File: src/sv/assert_macros.svh
// ----------------------------------------------------------------------------
// assert_macros.svh
// Concurrent assertion helpers shared by the RTL. Clocked on i_clk and held
// off while i_rst_n is low.
// ----------------------------------------------------------------------------
`ifndef ASSERT_MACROS_SVH
`define ASSERT_MACROS_SVH

// Plain property sampled on every rising clock edge
`define ASSERT_CLK(label, prop, msg) \
    label: assert property (@(posedge i_clk) disable iff (!i_rst_n) (prop)) else $error(msg);

// Same-cycle implication
`define ASSERT_IMPL(label, ante, cons, msg) \
    label: assert property (@(posedge i_clk) disable iff (!i_rst_n) (ante) |-> (cons)) \
        else $error(msg);

// Next-cycle implication
`define ASSERT_NEXT(label, ante, cons, msg) \
    label: assert property (@(posedge i_clk) disable iff (!i_rst_n) (ante) |=> (cons)) \
        else $error(msg);

`endif

File: src/sv/pvmd_pkg.sv
// ----------------------------------------------------------------------------
// pvmd_pkg
// Types and fixed widths of the peak / valley finder.
// ----------------------------------------------------------------------------
package pvmd_pkg;

    localparam int SAMPLE_W   = 32;
    localparam int IDX_W      = 12;
    localparam int DIST_W     = 12;
    localparam int OUT_DATA_W = 16;
    localparam int OUT_USER_W = 3;

    localparam logic [DIST_W-1:0] DIST_RESET = 12'd5;

    typedef enum logic [1:0] {
        KIND_MIN  = 2'd0,
        KIND_MAX  = 2'd1,
        KIND_NONE = 2'd2
    } t_kind;

    typedef struct packed {
        logic [IDX_W-1:0] peak_index;
        t_kind            kind;
        logic             end_res;
        logic             overflow;
    } t_res;

    typedef struct packed {
        t_res       e0;
        t_res       e1;
        logic [1:0] cnt;
    } t_pair;

    // Release of held peaks, lower index first
    function automatic t_pair release_pair(
        input logic             take_max,
        input logic             take_min,
        input logic             min_first,
        input logic [IDX_W-1:0] max_idx,
        input logic [IDX_W-1:0] min_idx
    );
        t_pair r;
        t_res  rmax;
        t_res  rmin;
        rmax = '{peak_index: max_idx, kind: KIND_MAX, end_res: 1'b0, overflow: 1'b0};
        rmin = '{peak_index: min_idx, kind: KIND_MIN, end_res: 1'b0, overflow: 1'b0};
        r.e0 = rmax;
        r.e1 = rmin;
        r.cnt = 2'd0;
        if (take_max && take_min) begin
            r.cnt = 2'd2;
            if (min_first) begin
                r.e0 = rmin;
                r.e1 = rmax;
            end
        end else if (take_max) begin
            r.cnt = 2'd1;
        end else if (take_min) begin
            r.e0 = rmin;
            r.cnt = 2'd1;
        end
        return r;
    endfunction

endpackage

File: src/sv/peak_valley_min_distance_unit.sv
// ----------------------------------------------------------------------------
// peak_valley_min_distance_unit
// Streaming peak / valley finder with a minimum spacing between kept peaks.
// ----------------------------------------------------------------------------
// A sample is taken into an input register, examined against the two previous
// samples and the held maximum and minimum, and its results (zero to three)
// are loaded into a three-entry result bank that drives the master stream. A
// sample that yields no result, or one, leaves room for the next sample in the
// following cycle, so while the master stream is not stalled the rate is one
// sample per cycle; after two or three results the next sample with results
// waits until the last is being taken, as the bank has a single read port.
// Peak indices count from the first sample of a run; samples beyond MAX_LEN
// are ignored and the run's last result then carries the overflow flag. The
// user must write min_peak_dist through the config channel only while the
// block is idle, which the block does not enforce; it resets to 5.
module peak_valley_min_distance_unit #(
    parameter int MAX_LEN = 4096
) (
    input  logic                              i_clk,
    input  logic                              i_rst_n,
    // config channel: min_peak_dist
    input  logic                              i_cfg_valid,
    output logic                              o_cfg_ready,
    input  logic [pvmd_pkg::DIST_W-1:0]       i_cfg_data,
    // sample stream
    input  logic                              s_axis_tvalid,
    output logic                              s_axis_tready,
    input  logic [pvmd_pkg::SAMPLE_W-1:0]     s_axis_tdata,   // [31:0] sample
    input  logic                              s_axis_tlast,   // last
    // result stream
    output logic                              m_axis_tvalid,
    input  logic                              m_axis_tready,
    output logic [pvmd_pkg::OUT_DATA_W-1:0]   m_axis_tdata,   // [11:0] peak_index
    output logic [pvmd_pkg::OUT_USER_W-1:0]   m_axis_tuser,   // [1:0] kind, [2] overflow
    output logic                              m_axis_tlast    // end_res
);
    import pvmd_pkg::*;

    localparam int IW   = $clog2(MAX_LEN);
    localparam int CNTW = $clog2(MAX_LEN + 1);
    localparam int EW   = (IW > DIST_W) ? IW : DIST_W;

    // config
    logic [DIST_W-1:0]          r_min_dist;

    // input register
    logic                       r_in_valid;
    logic signed [SAMPLE_W-1:0] r_in_sample;
    logic                       r_in_last;

    // sequence state
    logic signed [SAMPLE_W-1:0] r_prior;
    logic signed [SAMPLE_W-1:0] r_older;
    logic [CNTW-1:0]            r_count;
    logic                       r_hmax_v;
    logic [IW-1:0]              r_hmax_idx;
    logic signed [SAMPLE_W-1:0] r_hmax_val;
    logic                       r_hmin_v;
    logic [IW-1:0]              r_hmin_idx;
    logic signed [SAMPLE_W-1:0] r_hmin_val;
    logic                       r_len_exc;

    // result bank
    t_res                       r_res [3];
    logic [1:0]                 r_res_cnt;

    // next values
    logic                       n_hmax_v;
    logic [IW-1:0]              n_hmax_idx;
    logic                       n_hmin_v;
    logic [IW-1:0]              n_hmin_idx;

    logic                       in_range;
    logic                       active;
    logic [IW-1:0]              pos;
    logic [EW-1:0]              dist_ext;
    logic [EW-1:0]              gap_max;
    logic [EW-1:0]              gap_min;
    logic                       conf_max;
    logic                       conf_min;
    logic                       is_max;
    logic                       is_min;
    logic                       hv_max;
    logic                       hv_min;
    logic                       upd_max;
    logic                       upd_min;
    logic [EW-1:0]              hmax_ext;
    logic [EW-1:0]              hmin_ext;
    logic [EW-1:0]              nmax_ext;
    logic [EW-1:0]              nmin_ext;
    t_pair                      list_a;
    t_pair                      list_b;
    t_res                       slot [3];
    logic [1:0]                 tot;
    logic                       overflow;
    logic                       bank_free;
    logic                       pop;
    logic                       proc_fire;
    logic                       load;

    assign o_cfg_ready = 1'b1;

    // ---------------------------------------------------------------- examine
    always_comb begin
        in_range = (r_count < CNTW'(MAX_LEN));
        active   = in_range && (r_count >= CNTW'(2));
        pos      = IW'(r_count - CNTW'(1));
        dist_ext = EW'(r_min_dist);
        gap_max  = EW'(IW'(pos - r_hmax_idx));
        gap_min  = EW'(IW'(pos - r_hmin_idx));

        conf_max = active && r_hmax_v && (gap_max >= dist_ext);
        conf_min = active && r_hmin_v && (gap_min >= dist_ext);

        is_max = active && ((r_prior > r_older && r_prior >= r_in_sample) ||
                            (r_prior >= r_older && r_prior > r_in_sample));
        is_min = active && ((r_prior < r_older && r_prior <= r_in_sample) ||
                            (r_prior <= r_older && r_prior < r_in_sample));

        hv_max  = r_hmax_v && !conf_max;
        hv_min  = r_hmin_v && !conf_min;
        upd_max = is_max && (!hv_max || r_prior > r_hmax_val);
        upd_min = is_min && (!hv_min || r_prior < r_hmin_val);

        n_hmax_v   = hv_max || upd_max;
        n_hmax_idx = upd_max ? pos : r_hmax_idx;
        n_hmin_v   = hv_min || upd_min;
        n_hmin_idx = upd_min ? pos : r_hmin_idx;

        hmax_ext = EW'(r_hmax_idx);
        hmin_ext = EW'(r_hmin_idx);
        nmax_ext = EW'(n_hmax_idx);
        nmin_ext = EW'(n_hmin_idx);

        list_a = release_pair(conf_max, conf_min, r_hmin_idx < r_hmax_idx,
                              hmax_ext[IDX_W-1:0], hmin_ext[IDX_W-1:0]);
        list_b = release_pair(r_in_last && n_hmax_v, r_in_last && n_hmin_v,
                              n_hmin_idx < n_hmax_idx,
                              nmax_ext[IDX_W-1:0], nmin_ext[IDX_W-1:0]);

        // concatenate both releases; together they never exceed three
        slot[0] = (list_a.cnt != 2'd0) ? list_a.e0 : list_b.e0;
        slot[1] = (list_a.cnt == 2'd2) ? list_a.e1 :
                  ((list_a.cnt == 2'd1) ? list_b.e0 : list_b.e1);
        slot[2] = (list_a.cnt == 2'd2) ? list_b.e0 : list_b.e1;
        tot     = list_a.cnt + list_b.cnt;

        overflow = r_len_exc || !in_range;

        // end of run with nothing to report: emit the end marker
        if (r_in_last && tot == 2'd0) begin
            slot[0] = '{peak_index: '0, kind: KIND_NONE, end_res: 1'b0, overflow: 1'b0};
            tot     = 2'd1;
        end

        for (int j = 0; j < 3; j++) begin
            if (r_in_last && tot == 2'(j + 1)) begin
                slot[j].end_res  = 1'b1;
                slot[j].overflow = overflow;
            end
        end
    end

    // ---------------------------------------------------------------- handshake
    assign pop       = (r_res_cnt != 2'd0) && m_axis_tready;
    assign bank_free = (r_res_cnt == 2'd0) || (r_res_cnt == 2'd1 && m_axis_tready);
    assign proc_fire = r_in_valid && (tot == 2'd0 || bank_free);
    assign load      = proc_fire && (tot != 2'd0);

    assign s_axis_tready = !r_in_valid || proc_fire;

    assign m_axis_tvalid = (r_res_cnt != 2'd0);
    assign m_axis_tdata  = OUT_DATA_W'(r_res[0].peak_index);
    assign m_axis_tuser  = {r_res[0].overflow, r_res[0].kind};
    assign m_axis_tlast  = r_res[0].end_res;

    // ---------------------------------------------------------------- control
    always_ff @(posedge i_clk) begin
        if (!i_rst_n) begin
            r_min_dist <= DIST_RESET;
            r_in_valid <= 1'b0;
            r_count    <= '0;
            r_hmax_v   <= 1'b0;
            r_hmin_v   <= 1'b0;
            r_len_exc  <= 1'b0;
            r_res_cnt  <= 2'd0;
        end else begin
            if (i_cfg_valid) begin
                r_min_dist <= i_cfg_data;
            end

            if (s_axis_tvalid && s_axis_tready) begin
                r_in_valid <= 1'b1;
            end else if (proc_fire) begin
                r_in_valid <= 1'b0;
            end

            if (proc_fire) begin
                if (r_in_last) begin
                    // run ends: clear the count, held-peak flags and overflow state
                    r_count   <= '0;
                    r_hmax_v  <= 1'b0;
                    r_hmin_v  <= 1'b0;
                    r_len_exc <= 1'b0;
                end else begin
                    if (in_range) begin
                        r_count <= r_count + CNTW'(1);
                    end
                    r_hmax_v  <= n_hmax_v;
                    r_hmin_v  <= n_hmin_v;
                    r_len_exc <= overflow;
                end
            end

            if (load) begin
                r_res_cnt <= tot;
            end else if (pop) begin
                r_res_cnt <= r_res_cnt - 2'd1;
            end
        end
    end

    // ---------------------------------------------------------------- payload
    always_ff @(posedge i_clk) begin
        if (s_axis_tvalid && s_axis_tready) begin
            r_in_sample <= s_axis_tdata;
            r_in_last   <= s_axis_tlast;
        end

        if (proc_fire && in_range) begin
            r_older    <= r_prior;
            r_prior    <= r_in_sample;
            r_hmax_idx <= n_hmax_idx;
            r_hmin_idx <= n_hmin_idx;
            if (upd_max) begin
                r_hmax_val <= r_prior;
            end
            if (upd_min) begin
                r_hmin_val <= r_prior;
            end
        end

        if (load) begin
            r_res[0] <= slot[0];
            r_res[1] <= slot[1];
            r_res[2] <= slot[2];
        end else if (pop) begin
            r_res[0] <= r_res[1];
            r_res[1] <= r_res[2];
        end
    end

    // ---------------------------------------------------------------- checks
`include "assert_macros.svh"

    `ASSERT_IMPL(a_none_is_end, m_axis_tvalid && m_axis_tuser[1:0] == KIND_NONE, m_axis_tlast, "end marker without tlast")
    `ASSERT_IMPL(a_ovf_on_end, m_axis_tvalid && m_axis_tuser[2], m_axis_tlast, "overflow flag on a result that is not the last")
    `ASSERT_IMPL(a_load_empty, load, r_res_cnt == 2'd0 || (r_res_cnt == 2'd1 && pop), "result bank overwritten")
    `ASSERT_NEXT(a_run_clear, proc_fire && r_in_last, r_count == '0 && !r_hmax_v && !r_hmin_v && !r_len_exc, "state kept past end of run")

endmodule

File: config.mk
export PLATFORM = sky130hd
export DESIGN_NAME = peak_valley_min_distance_unit
export DESIGN_NICKNAME = d
export VERILOG_FILES = /design/src/sv/pvmd_pkg.sv /design/src/sv/peak_valley_min_distance_unit.sv
export VERILOG_INCLUDE_DIRS = /design/src /design/src/sv
export SDC_FILE = /design/constraint.sdc
export NUM_CORES = 1
export LEC_CHECK = 0
export BUFFER_PORTS_ARGS = -buffer_cell sky130_fd_sc_hd__buf_2
export CAP_MARGIN = 25
export CORE_ASPECT_RATIO = 0.7
export CORE_MARGIN = 3
export CORE_UTILIZATION = 40
export CTS_BUF_LIST = sky130_fd_sc_hd__clkbuf_8
export DETAILED_ROUTE_END_ITERATION = 12
export PLACE_DENSITY = 0.66
export SLEW_MARGIN = 10
export SYNTH_ARGS = -nofsm -noshare
export SYNTH_HDL_FRONTEND = slang
export SYNTH_SLANG_ARGS = --single-unit
File: constraint.sdc
create_clock -name i_clk -period 11 [get_ports i_clk]
set_clock_uncertainty 0.05 [all_clocks]
set_input_delay 2.75 -clock i_clk [delete_from_list [all_inputs] [get_ports i_clk]]
set_output_delay 2.75 -clock i_clk [all_outputs]
set_load 0.01 [all_outputs]
Word level (Yosys, flattened, before mapping):

Memory sizes are Yosys's and may differ from the RTL's.
Cells that the tools add are included.

* add/subtract/negate cells: 6
* magnitude comparators: 16
* eq/ne operators: 6
* multiplexer cells: 43
* bitwise logic cells: 2
* reductions and logical operators: 57

Operators by type and width (count)
* 16-bit two-way mux: 15
* 32-bit > comparator: 3
* 32-bit < comparator: 3
* 32-bit greater-or-equal comparator: 2
* 32-bit less-or-equal comparator: 2
* 32-bit two-way mux: 2
* 1-bit logical AND: 29
* 13-bit two-way mux: 2
* 12-bit greater-or-equal comparator: 2
* 12-bit < comparator: 2
* 12-bit two-way mux: 2
* 12-bit subtractor: 2
* 2-bit two-way mux: 8
* 1-bit two-way mux: 14
* 13-bit by 1-bit adder with 13-bit output, second input constant: 1
* 13-bit by 2-bit greater-or-equal comparator with 1-bit output, second input constant: 1
* 13-bit < comparator, second input constant: 1
* 2-bit nonzero test: 6
* 12-bit by 1-bit subtractor with 12-bit output, second input constant: 1
* 1-bit logical OR: 10
* 2-bit by 1-bit equality test with 1-bit output, second input constant: 3
* 2-bit equality test, second input constant: 3
* 1-bit logical NOT: 6
* 2-bit logical NOT: 3
* 4 further kinds: 7

* flip-flop bits (word level): 216
* bits in writable memories: 48
* bits of input ports: 50
* output and inout bits: 23
* memories: 1

Memory list
* r_res: depth 3, bits a word 16, read ports 3, clocked after memory_dff 0, write ports 3, RTL line peak_valley_min_distance_unit.sv:64 `t_res r_res [3];`

Depth between registers and ports, before layout:

Gate-level depths: netlist of the first run.

* word-level depth: 25
* mapped depth: 41
* gate-level depth less buffers: 37

Least setup slack after synthesis of the first run:

Ideal clock, no wire load.

* path kind: register to register
* start point: register r_count[0]
* end point: register r_hmin_val[0] (enable)
* setup time: 392 ps
* arrival: 10727 ps
* data required time: 10558 ps
* slack: -169 ps
* cell stages (with the launch flop): 35
* buffers on the path: 2
* cells stage by stage: dfxtp_1 clkbuf_1 inv_1 ha_1 inv_1 ha_1 nor2b_1 o21ai_0 nand2b_1 a21o_1 a21o_1 a21o_1 a21oi_1 o21bai_1 a21oi_1 o21ai_0 xnor2_1 ha_1 nand2_1 nand2_1 o2111ai_1 or2_2 inv_1 a21oi_1 a31o_2 ha_1 ha_1 xnor2_1 xnor2_1 nor3_1 a211oi_1 nand2b_1 clkbuf_1 nor2_1 and3_1

* word-level cells in the longest chain between the ends: 23
* elaborated cells on any way between the ends: 45
* classes of those cells: 4 x add/sub; 4 x order compare; 7 x mux; 30 x reduce/logical

Ends and longest elaborated chain
* start, declared: RTL line peak_valley_min_distance_unit.sv:54 `logic [CNTW-1:0] r_count;`
* start signal, assigned: RTL line peak_valley_min_distance_unit.sv:207 `r_count <= r_count + CNTW'(1);`
* 12-bit by 1-bit subtractor with 12-bit output (tied with other cells): RTL line peak_valley_min_distance_unit.sv:107 `pos = IW'(r_count - CNTW'(1));`
* 12-bit subtractor / 1-bit logical AND (equally long branches): RTL line peak_valley_min_distance_unit.sv:110, peak_valley_min_distance_unit.sv:106
* 12-bit greater-or-equal comparator / 1-bit logical AND (equally long branches): RTL line peak_valley_min_distance_unit.sv:113 `conf_min = active && r_hmin_v && (gap_min >= dist_ext);`
* 1-bit logical AND: RTL line peak_valley_min_distance_unit.sv:113
* 1-bit logical NOT: RTL line peak_valley_min_distance_unit.sv:121 `hv_min = r_hmin_v && !conf_min;`
* 1-bit logical AND: RTL line peak_valley_min_distance_unit.sv:121
* 1-bit logical NOT: RTL line peak_valley_min_distance_unit.sv:123 `upd_min = is_min && (!hv_min || r_prior < r_hmin_val);`
* 1-bit logical OR: RTL line peak_valley_min_distance_unit.sv:123
* (+7 left out)
* 2-bit logical NOT: RTL line peak_valley_min_distance_unit.sv:151 `if (r_in_last && tot == 2'd0) begin`
* 1-bit logical AND: RTL line peak_valley_min_distance_unit.sv:151
* 2-bit two-way mux: RTL line peak_valley_min_distance_unit.sv:151
* 2-bit logical NOT: RTL line peak_valley_min_distance_unit.sv:167 `assign proc_fire = r_in_valid && (tot == 2'd0 || bank_free);`
* 1-bit logical OR: RTL line peak_valley_min_distance_unit.sv:167
* 1-bit logical AND: RTL line peak_valley_min_distance_unit.sv:167
* 1-bit logical AND: RTL line peak_valley_min_distance_unit.sv:230 `if (proc_fire && in_range) begin`
* 2-bit AND reduction (no source line) (*)
* end signal, assigned: RTL line peak_valley_min_distance_unit.sv:239 `r_hmin_val <= r_prior;`
* end, declared: RTL line peak_valley_min_distance_unit.sv:60 `logic signed [SAMPLE_W-1:0] r_hmin_val;`

Every way passes the cells marked *; elsewhere a longest branch is shown, timed or not.
A chain may end at the register's enable or synchronous reset.

Worst setup path in the final report of the first run:

* start point: register r_count[0]
* end point: output s_axis_tready

* word-level cells in the longest chain between the ends: 22
* elaborated cells on any way between the ends: 44
* classes of those cells: 4 x add/sub; 4 x order compare; 7 x mux; 29 x reduce/logical

Ends and longest elaborated chain
* 12-bit by 1-bit subtractor with 12-bit output (tied with other cells): RTL line peak_valley_min_distance_unit.sv:107
* 12-bit subtractor / 1-bit logical AND (equally long branches): RTL line peak_valley_min_distance_unit.sv:110, peak_valley_min_distance_unit.sv:106
* 12-bit greater-or-equal comparator / 1-bit logical AND (equally long branches): RTL line peak_valley_min_distance_unit.sv:113
* 1-bit logical AND: RTL line peak_valley_min_distance_unit.sv:113
* 1-bit logical NOT: RTL line peak_valley_min_distance_unit.sv:121
* 1-bit logical AND: RTL line peak_valley_min_distance_unit.sv:121
* 1-bit logical NOT: RTL line peak_valley_min_distance_unit.sv:123
* 1-bit logical OR: RTL line peak_valley_min_distance_unit.sv:123
* (+6 left out)
* 2-bit adder (*): RTL line peak_valley_min_distance_unit.sv:146 `tot = list_a.cnt + list_b.cnt;`
* 2-bit logical NOT: RTL line peak_valley_min_distance_unit.sv:151
* 1-bit logical AND: RTL line peak_valley_min_distance_unit.sv:151
* 2-bit two-way mux (*): RTL line peak_valley_min_distance_unit.sv:151
* 2-bit logical NOT (*): RTL line peak_valley_min_distance_unit.sv:167
* 1-bit logical OR (*): RTL line peak_valley_min_distance_unit.sv:167
* 1-bit logical AND (*): RTL line peak_valley_min_distance_unit.sv:167
* 1-bit logical OR (*): RTL line peak_valley_min_distance_unit.sv:170 `assign s_axis_tready = !r_in_valid || proc_fire;`
* end, declared: RTL line peak_valley_min_distance_unit.sv:27 `output logic s_axis_tready,`

Marked as above.

==> results of run 1 <==
==> sequential cells by signal, indices dropped and copies added (netlist names) <==
name         count
r_res           46
r_hmax_val      32
r_hmin_val      32
r_in_sample     32
r_older         32
r_prior         32
r_count         13
dist_ext        12
hmax_ext        12
hmin_ext        12
r_res_cnt        2
r_hmax_v         1
r_hmin_v         1
r_in_last        1
r_in_valid       1
r_len_exc        1
==> layout make-up <==
| cell class | count | area, um2 | share of cell area (%) |
|---|---|---|---|
| clock buffers | 47 | 647 | 3.71 |
| flip-flops and latches | 262 | 7560 | 43.3 |
| clock inverters | 34 | 153 | 0.875 |
| inverters | 201 | 754 | 4.33 |
| repair buffers | 77 | 410 | 2.35 |
| multi-input cells | 926 | 7260 | 41.6 |
| well taps | 527 | 659 | 3.78 |
==> synthesized netlist by cell type (25+ instances only) <==
master	count	area [um2]
a21o_1	33	248
a21oi_1	89	445
nand2_1	95	357
clkbuf_1	28	105
nor2_1	56	210
ha_1	205	2560
mux2i_1	78	781
edfxtp_1	231	6940
nor2b_1	25	156
o21ai_0	55	275
inv_1	201	754
dfxtp_1	31	621
==> power groups by stage <==
stage | Combinational (mW) | Clock (mW) | Sequential [mW]
6_report | 0.418 | 0.801 | 1.18
5_1_grt | 0.470 | 0.878 | 1.18
4_1_cts | 0.414 | 0.828 | 1.18
3_5_place_dp | 0.410 | 0 | 1.20
3_3_place_gp | 0.400 | 0 | 1.19
2_1_floorplan | 0.298 | 0 | 1.18
==> critical path, delay by kind of cell, from the launching register on <==
family          cells  cell delay (ns)
compound gates     12             2.36
fa+ha+maj           5             1.51
simple gates        7             1.11
xor+xnor            3             0.59
buf+inv             4             0.57
flops               1             0.54
==> layout by cell type, fill, tap and decap left out, types with 20 or more instances in the layout <==
cell,count
clkbuf_8,47
nand4_1,24
xor2_1,24
nor2b_1,25
nand2_1,95
ha_1,205
edfxtp_1,231
xnor2_1,20
nor2_1,54
mux2i_1,78
buf_2,67
a21oi_1,89
dfxtp_1,31
o21ai_0,54
a21o_1,33
inv_1,222
==> worst max-delay path by stage <==
stage / endpoint / cells past startpoint / slack [ns] / start
floorplan: r_hmin_val[0] / 34 / 1.38 / r_count[0]
global placement: s_axis_tready / 31 / 1.84 / r_count[0]
detailed placement: s_axis_tready / 31 / 1.65 / r_count[0]
CTS: s_axis_tready / 31 / 0.96 / r_count[0]
global route: s_axis_tready / 31 / 0.30 / r_count[0]
finish: s_axis_tready / 31 / 0.97 / r_count[0]
==> logic make-up (layout without fill, tap and decap cells) <==
kind of cell	Yosys count	count (layout)
AOI/OAI and AO/OA	298	298
xor gates and xnor gates	44	44
adders and majority gates	207	207
buffers and inverters	258	359
DFF	262	262
muxes	79	79
other	2	5
and+or+nand+nor	293	293
==> per-layer routing <==
metal / part of all wire, % / routed length (um)
met1: 49 / 19100
met2: 38 / 14800
met3: 11 / 4110
met4: 2.5 / 989
met5: 0 / 0
==> flow_summary.yaml, run 1 <==
global_route:
  met3_usage_pct: 6.36
  grt_pass1_vias: 10900
  grtUsageTotal_pct: 18.3
  grt_use_met1_pct: 28.3
  antenna_found_initial: 0
  overflow: 0
  grt_max_degree: 65
  grt_util_met2_pct: 23.8
  grt.busiest_layer: "met1"
  grt_first_pass_wirelength_um: 61100
routing:
  wirelength_um: 39000
  routed_via_density: 5.43
  via_count: 11300
  drt_iter0_markers: 1104
  first_pass_iters: 8
  ant_nets: 0
  wl_per_cell_um: 18.8
  drc: 0
worst_setup_path:
  worstSetupStartpointType: "register"
  slowest_delay_ns: 0.54
  setup.worst_path.end_class: "output port"
  ff2ff_setup_slack_ns: 1.87
  critPathKind: "reg2out"
  worstPathArrival_ns: 7.23
  r2r-end: "r_res[0][20]"
  rr_startpoint: "r_count[0]"
  worstPathMaxFanout: 10
  crit_top_cell: "ha_1"
  slowest_stage: "dfxtp_1"
  r2r_cells: 37
  required_ns: 8.20
sta:
  tightest_slew_ns: 1.12
  tns_ns: 0
  drv_slew: 0
  fin_ws_ns: 0.970
  setup_viol: 0
  fmax_mhz: 99.7
  relSlewSlack_pct: 25.5
  period_minus_slack_ns: 10.03
  fin_worst_hold_slack_ns: 0.398
  finalCritPeriodShare_pct: 91.2
  rsz0062_at_grt: "no"
  hold_viol: 0
floorplan:
  die-area_mm2: 0.0421
  core_mm2: 0.0387
  die_h_um: 173
  die_w_um: 244
  start_util_pct: 40.9
  rows: 60
  io_pins: 73
synth:
  synth_edf_count: 231
  synth_area_mm2: 0.0159
  synth_xor_area_share_pct: 2.43
  async_flop_share_pct: 0
  ys_types: 74
  yosys.area_share.simple_pct: 9.21
  avgSynthCellArea_um2: 11.0
  synth_top_family_by_area: "adder cells"
  ys_seq_area_share_pct: 47.6
  synth_ff_type: "edfxtp_1"
  synthAdderAreaFrac_pct: 16.4
  synth_compound_area_share_pct: 12.4
  ys_seq_elements: 262
  synthCells: 1443
  synthMuxAreaShare_pct: 4.99
  yosysWarnings: 0
layout:
  post-route-util_pct: 45.0
  drive_gt1_share_pct: 10.0
  stdcell_area_mm2: 0.0174
  antennaDiodeCount: 0
  nets: 1769
  stdcell_count: 2074
  n_fill_cell: 3650
  syn_to_final_growth_pct: 9.97
power:
  vdd_drop_max_mv: 0.0730
  swShare_pct: 28.9
  seqPwrFrac_pct: 49.1
  switchingPower_uw: 691
  comb_power_share_pct: 17.5
  pwr-share-clk_pct: 33.5
  finalPower_mw: 2.39
  power_density_mw_per_mm2: 137
  intPower_mw: 1.70
  power.leakage_nw: 7.68
hold_path:
  hold_path.class: "reg2reg"
  worstHoldPathCells: 0
  hp-start: "r_in_sample[12]"
  min_to: "r_prior[12]"
clocking:
  cts_tree: "built"
  clockBufferDepth: 3
  cts_htree_levels: 2
  cts_setup_buffers: 0
  ctsHoldBuffers: 0
  clk_pin_slew_ns: 0.06
  clk_latency_ns: 0.59
  cts.repair.resized: 0
  numCtsBuffers: 44
  clock-root-buffer: "clkbuf_8"
  clock_sinks: 262
place:
  place_area_mm2: 0.0166
  place.gp.congestion: 0.931
  dp_slack_ns: 1.65
  dp.cells: 1993
  numPortBuffers: 67
  dp_hpwl_um: 29200
flow_run:
  maxCapViolCount: 0
status:
  run_status: "finished clean"
Power figures use the tool's default switching activity.
==> run 2, diff against run 1 <==
- PLACE_DENSITY: 0.66 -> 0.55
==> run 2 against run 1 <==
  * Global-route usage up 0.20 points
  * Via count down 2.7%
  * Sequential share of layout area down 0.33 points
  * Combinational power down 2%
  * First-iteration DRC count down 27%
  * Power up 4.4%
  * Clock-buffer cell count up 7
  * Final cell count up 0.24%
  * Critical endpoint unchanged
  * Largest cell class unchanged
  * Flip-flop and latch count unchanged
  * Critical path type unchanged
  * Maximum frequency down 1.3%
==> flow_summary.yaml, run 2 (same netlist as run 1, synthesis figures left out) <==
floorplan:
  io_pins: 73
  die_h_um: 173
  core_mm2: 0.0387
  die-area_mm2: 0.0421
  rows: 60
  start_util_pct: 40.9
  die_w_um: 244
global_route:
  grtUsageTotal_pct: 18.5
  overflow: 0
  grt_pass1_vias: 10400
  grt_max_degree: 49
  antenna_found_initial: 0
  grt_first_pass_wirelength_um: 61100
routing:
  drc: 0
  via_count: 11000
  drt_iter0_markers: 808
  wirelength_um: 39500
  routed_via_density: 5.28
  ant_nets: 0
  wl_per_cell_um: 19.0
  first_pass_iters: 5
clocking:
  cts.repair.resized: 0
  clock-root-buffer: "clkbuf_8"
  numCtsBuffers: 46
  cts_setup_buffers: 0
  cts_htree_levels: 2
  clk_latency_ns: 0.58
  clk_pin_slew_ns: 0.06
  clockBufferDepth: 3
  cts_tree: "built"
  clock_sinks: 262
  ctsHoldBuffers: 0
status:
  run_status: "finished clean"
layout:
  final_common_cell: "edfxtp_1"
  drive_gt1_share_pct: 10.6
  ff_latch_area_mm2: 0.00756
  multi_input_area_mm2: 0.00726
  post-route-util_pct: 45.4
  syn_to_final_growth_pct: 10.8
  nets: 1772
  top_register: "r_res"
  layout_common_cells: "231 x edfxtp_1, 215 x inv_1, 205 x ha_1, 95 x nand2_1, 89 x a21oi_1"
  antennaDiodeCount: 0
  n_fill_cell: 3647
  largest_register_ffs: 46
worst_setup_path:
  worstPathMaxFanout: 10
  setup.worst_path.end_class: "output port"
  required_ns: 8.20
  slowest_delay_ns: 0.57
  critPathKind: "reg2out"
  worstPathArrival_ns: 7.36
  crit_top_cell: "ha_1"
  worstSetupStartpointType: "register"
  slowest_stage: "dfxtp_1"
sta:
  tightest_slew_ns: 1.22
  finalCritPeriodShare_pct: 92.4
  tns_ns: 0
  rsz0062_at_grt: "no"
  setup_viol: 0
  fmax_mhz: 98.4
  relSlewSlack_pct: 16.6
  drv_slew: 0
  period_minus_slack_ns: 10.16
  hold_viol: 0
hold_path:
  hold_path.class: "reg2reg"
power:
  power.leakage_nw: 7.73
  vdd_drop_max_mv: 0.0729
  power_density_mw_per_mm2: 142
place:
  numPortBuffers: 67
  place.gp.congestion: 0.857
  dp_hpwl_um: 29200
flow_run:
  maxCapViolCount: 0
run 2: changes by cell type in the layout (fill, tap and decap cells not counted), sizes merged:
cell      previous run  this run
bufinv               0         2
clkinv               9        14
inv                223       215
buf                 77        78
clkbuf              47        54
clkinvlp             3         1
run 2: path summary, 6_finish.rpt:
kind	startpoint	end	slack, ns	cells after the start
worst max-delay path	r_count[0]	s_axis_tready	0.84	31
worst min-delay path	r_in_sample[15]	r_prior[15]	0.40	0
worst max register to register	r_count[0]	r_res[1][5]	1.93	37
worst min register to register	r_in_sample[15]	r_prior[15]	0.40	0
run 2: per-stage QoR:
step | cells | hold slack, ns | worst slack [ns] | total power [mW] | cell area [um2]
2_1_floorplan | 1446 | 0.376 | 1.38 | 1.48 | 15900
3_3_place_gp | 1994 | 0.382 | 1.75 | 1.60 | 16700
3_5_place_dp | 1994 | 0.384 | 1.54 | 1.60 | 16700
4_1_cts | 2079 | 0.397 | 0.889 | 2.53 | 17600
5_1_grt | 2079 | 0.414 | 0.180 | 2.64 | 17600
6_report | 2079 | 0.398 | 0.840 | 2.50 | 17600
run 2: layer usage:
metal	wire length, um	global-route usage (%)	part of all wire, %
met3	3040	4.57	7.7
met5	0	0	0
met1	21600	31.3	55
met2	14100	22.6	36
met4	730	4.53	1.9
run 2: power by group:
part | internal [mW] | switching [mW]
Combinational | 0.165 | 0.244
Clock | 0.494 | 0.420
Sequential | 1.14 | 0.0369
run 2: final cells by class:
type	instances	share of cell area (%)
clock buffer	54	4.23
inverter	201	4.29
clock inverter	31	1.03
sequential	262	43.0
multi-input combinational	926	41.3
tap	527	3.75
timing repair buffer	78	2.38
run 2: critical path: cells and delay by family (launching register included):
family | cells | cell delay (ns)
buffers and inverters | 4 | 0.58
adder cells (fa/ha/maj) | 5 | 1.51
AND/OR/NAND/NOR | 7 | 1.11
AO/OA/AOI/OAI | 12 | 2.42
flip-flops | 1 | 0.57
XOR/XNOR | 3 | 0.58
==> run 3, diff against run 2 <==
- MAX_ROUTING_LAYER: default -> met4
- PLACE_DENSITY: 0.55 -> 0.53
- clock period: 11 -> 10.2 ns (I/O delays scaled with it)
==> run 3 against run 2 <==
  * Worst setup slack lost 0.14 ns
  * Non-clock buffer count up 2
  * Critical endpoint unchanged
  * Highest routed layer unchanged
  * Sequential power rose by 8%
  * Critical path type unchanged
  * Critical path depth unchanged
  * Die area did not move
  * Largest power group unchanged
==> flow_summary.yaml, run 3 (same netlist as run 1, synthesis figures left out) <==
place:
  numPortBuffers: 67
  place_area_mm2: 0.0167
  place.gp.congestion: 0.892
  dp_slack_ns: 0.941
  dp_hpwl_um: 29500
layout:
  nets: 1773
  top_register: "r_res"
  n_fill_cell: 3652
  post-route-util_pct: 45.1
  syn_to_final_growth_pct: 10.2
  stdcell_area_mm2: 0.0175
  final_common_cell: "edfxtp_1"
  drive_gt1_share_pct: 10.3
  antennaDiodeCount: 0
  layout_common_cells: "231 x edfxtp_1, 220 x inv_1, 205 x ha_1, 95 x nand2_1, 89 x a21oi_1"
  largest_register_ffs: 46
worst_setup_path:
  slowest_delay_ns: 0.44
  crit_top_cell: "ha_1"
  worstSetupStartpointType: "register"
  worstPathArrival_ns: 6.90
  critPathLaunch: "r_count[0]"
  worstPathMaxFanout: 10
  rr_startpoint: "r_count[0]"
  slowest_stage: "dfxtp_2"
  ff2ff_setup_slack_ns: 1.48
  required_ns: 7.60
  setup.worst_path.end_class: "output port"
  critPathKind: "reg2out"
global_route:
  overflow: 0
  grtUsageTotal_pct: 19.4
  antenna_found_initial: 0
  grt_pass1_vias: 10500
  grt_first_pass_wirelength_um: 61900
  grt_max_degree: 57
routing:
  drc: 0
  routed_via_density: 5.30
  wl_per_cell_um: 19.0
  via_count: 11000
  first_pass_iters: 5
  wirelength_um: 39500
  ant_nets: 0
  drt_iter0_markers: 934
clocking:
  numCtsBuffers: 45
  clock-root-buffer: "clkbuf_8"
  cts_tree: "built"
  cts_htree_levels: 2
  clockBufferDepth: 3
  ctsHoldBuffers: 0
  cts.repair.resized: 0
  clock_sinks: 262
  clk_latency_ns: 0.58
  cts_setup_buffers: 0
  clk_pin_slew_ns: 0.06
sta:
  fmax_mhz: 105
  finalCritPeriodShare_pct: 93.1
  tightest_slew_ns: 1.08
  tns_ns: 0
  drv_slew: 0
  relSlewSlack_pct: 26.0
  period_minus_slack_ns: 9.50
  fin_ws_ns: 0.704
  rsz0062_at_grt: "no"
  setup_viol: 0
  fin_worst_hold_slack_ns: 0.398
  hold_viol: 0
power:
  vdd_drop_max_mv: 0.0917
  power.leakage_nw: 7.70
  power_density_mw_per_mm2: 149
hold_path:
  hold_path.class: "reg2reg"
  hp-start: "r_in_sample[8]"
floorplan:
  io_pins: 73
  rows: 60
  die_h_um: 173
  die-area_mm2: 0.0421
  core_mm2: 0.0387
  start_util_pct: 40.9
  die_w_um: 244
status:
  run_status: "finished clean"
flow_run:
  maxCapViolCount: 0
==> run 3: worst paths after layout <==
| path | end | cells after the start |
|---|---|---|
| setup reg to reg | r_res[1][5] | 37 |
| hold reg to reg | r_prior[8] | 0 |
| hold / removal | r_prior[8] | 0 |
| setup / recovery | s_axis_tready | 31 |
==> run 3: cell type report <==
type | count | area [um2] | area share (%)
sequential | 262 | 7560 | 43.3
multi-input combinational | 926 | 7270 | 41.6
inverter | 201 | 754 | 4.32
tap | 527 | 659 | 3.77
clock buffer | 46 | 633 | 3.62
timing repair buffer | 80 | 433 | 2.48
clock inverter | 34 | 170 | 0.974
==> run 3: routing by layer <==
layer,up-vias,GRT usage (%),wire length (um)
li1,5379,-,-
met1,5249,32.0,21600
met2,336,23.8,14300
met3,46,4.08,3120
met4,0,3.41,511
met5,-,-,0
==> run 3: power breakdown <==
part	internal [mW]	switching, mW
clock	0.444	0.438
sequential	1.23	0.0390
combinational	0.181	0.267
==> run 3: worst max-delay path, delay by kind of cell (launching register included) <==
kind | cells | cell delay (ns)
xor gates and xnor gates | 3 | 0.60
buffers and inverters | 4 | 0.53
adders and majority gates | 5 | 1.46
and+or+nand+nor | 7 | 1.05
AOI/OAI and AO/OA | 12 | 2.21
DFF | 1 | 0.44
==> run 3: metrics by stage <==
step           total power [mW]  cells
2_1_floorplan              1.60   1446
3_3_place_gp               1.73   1996
3_5_place_dp               1.73   1996
4_1_cts                    2.64   2076
5_1_grt                    2.76   2076
6_report                   2.60   2076
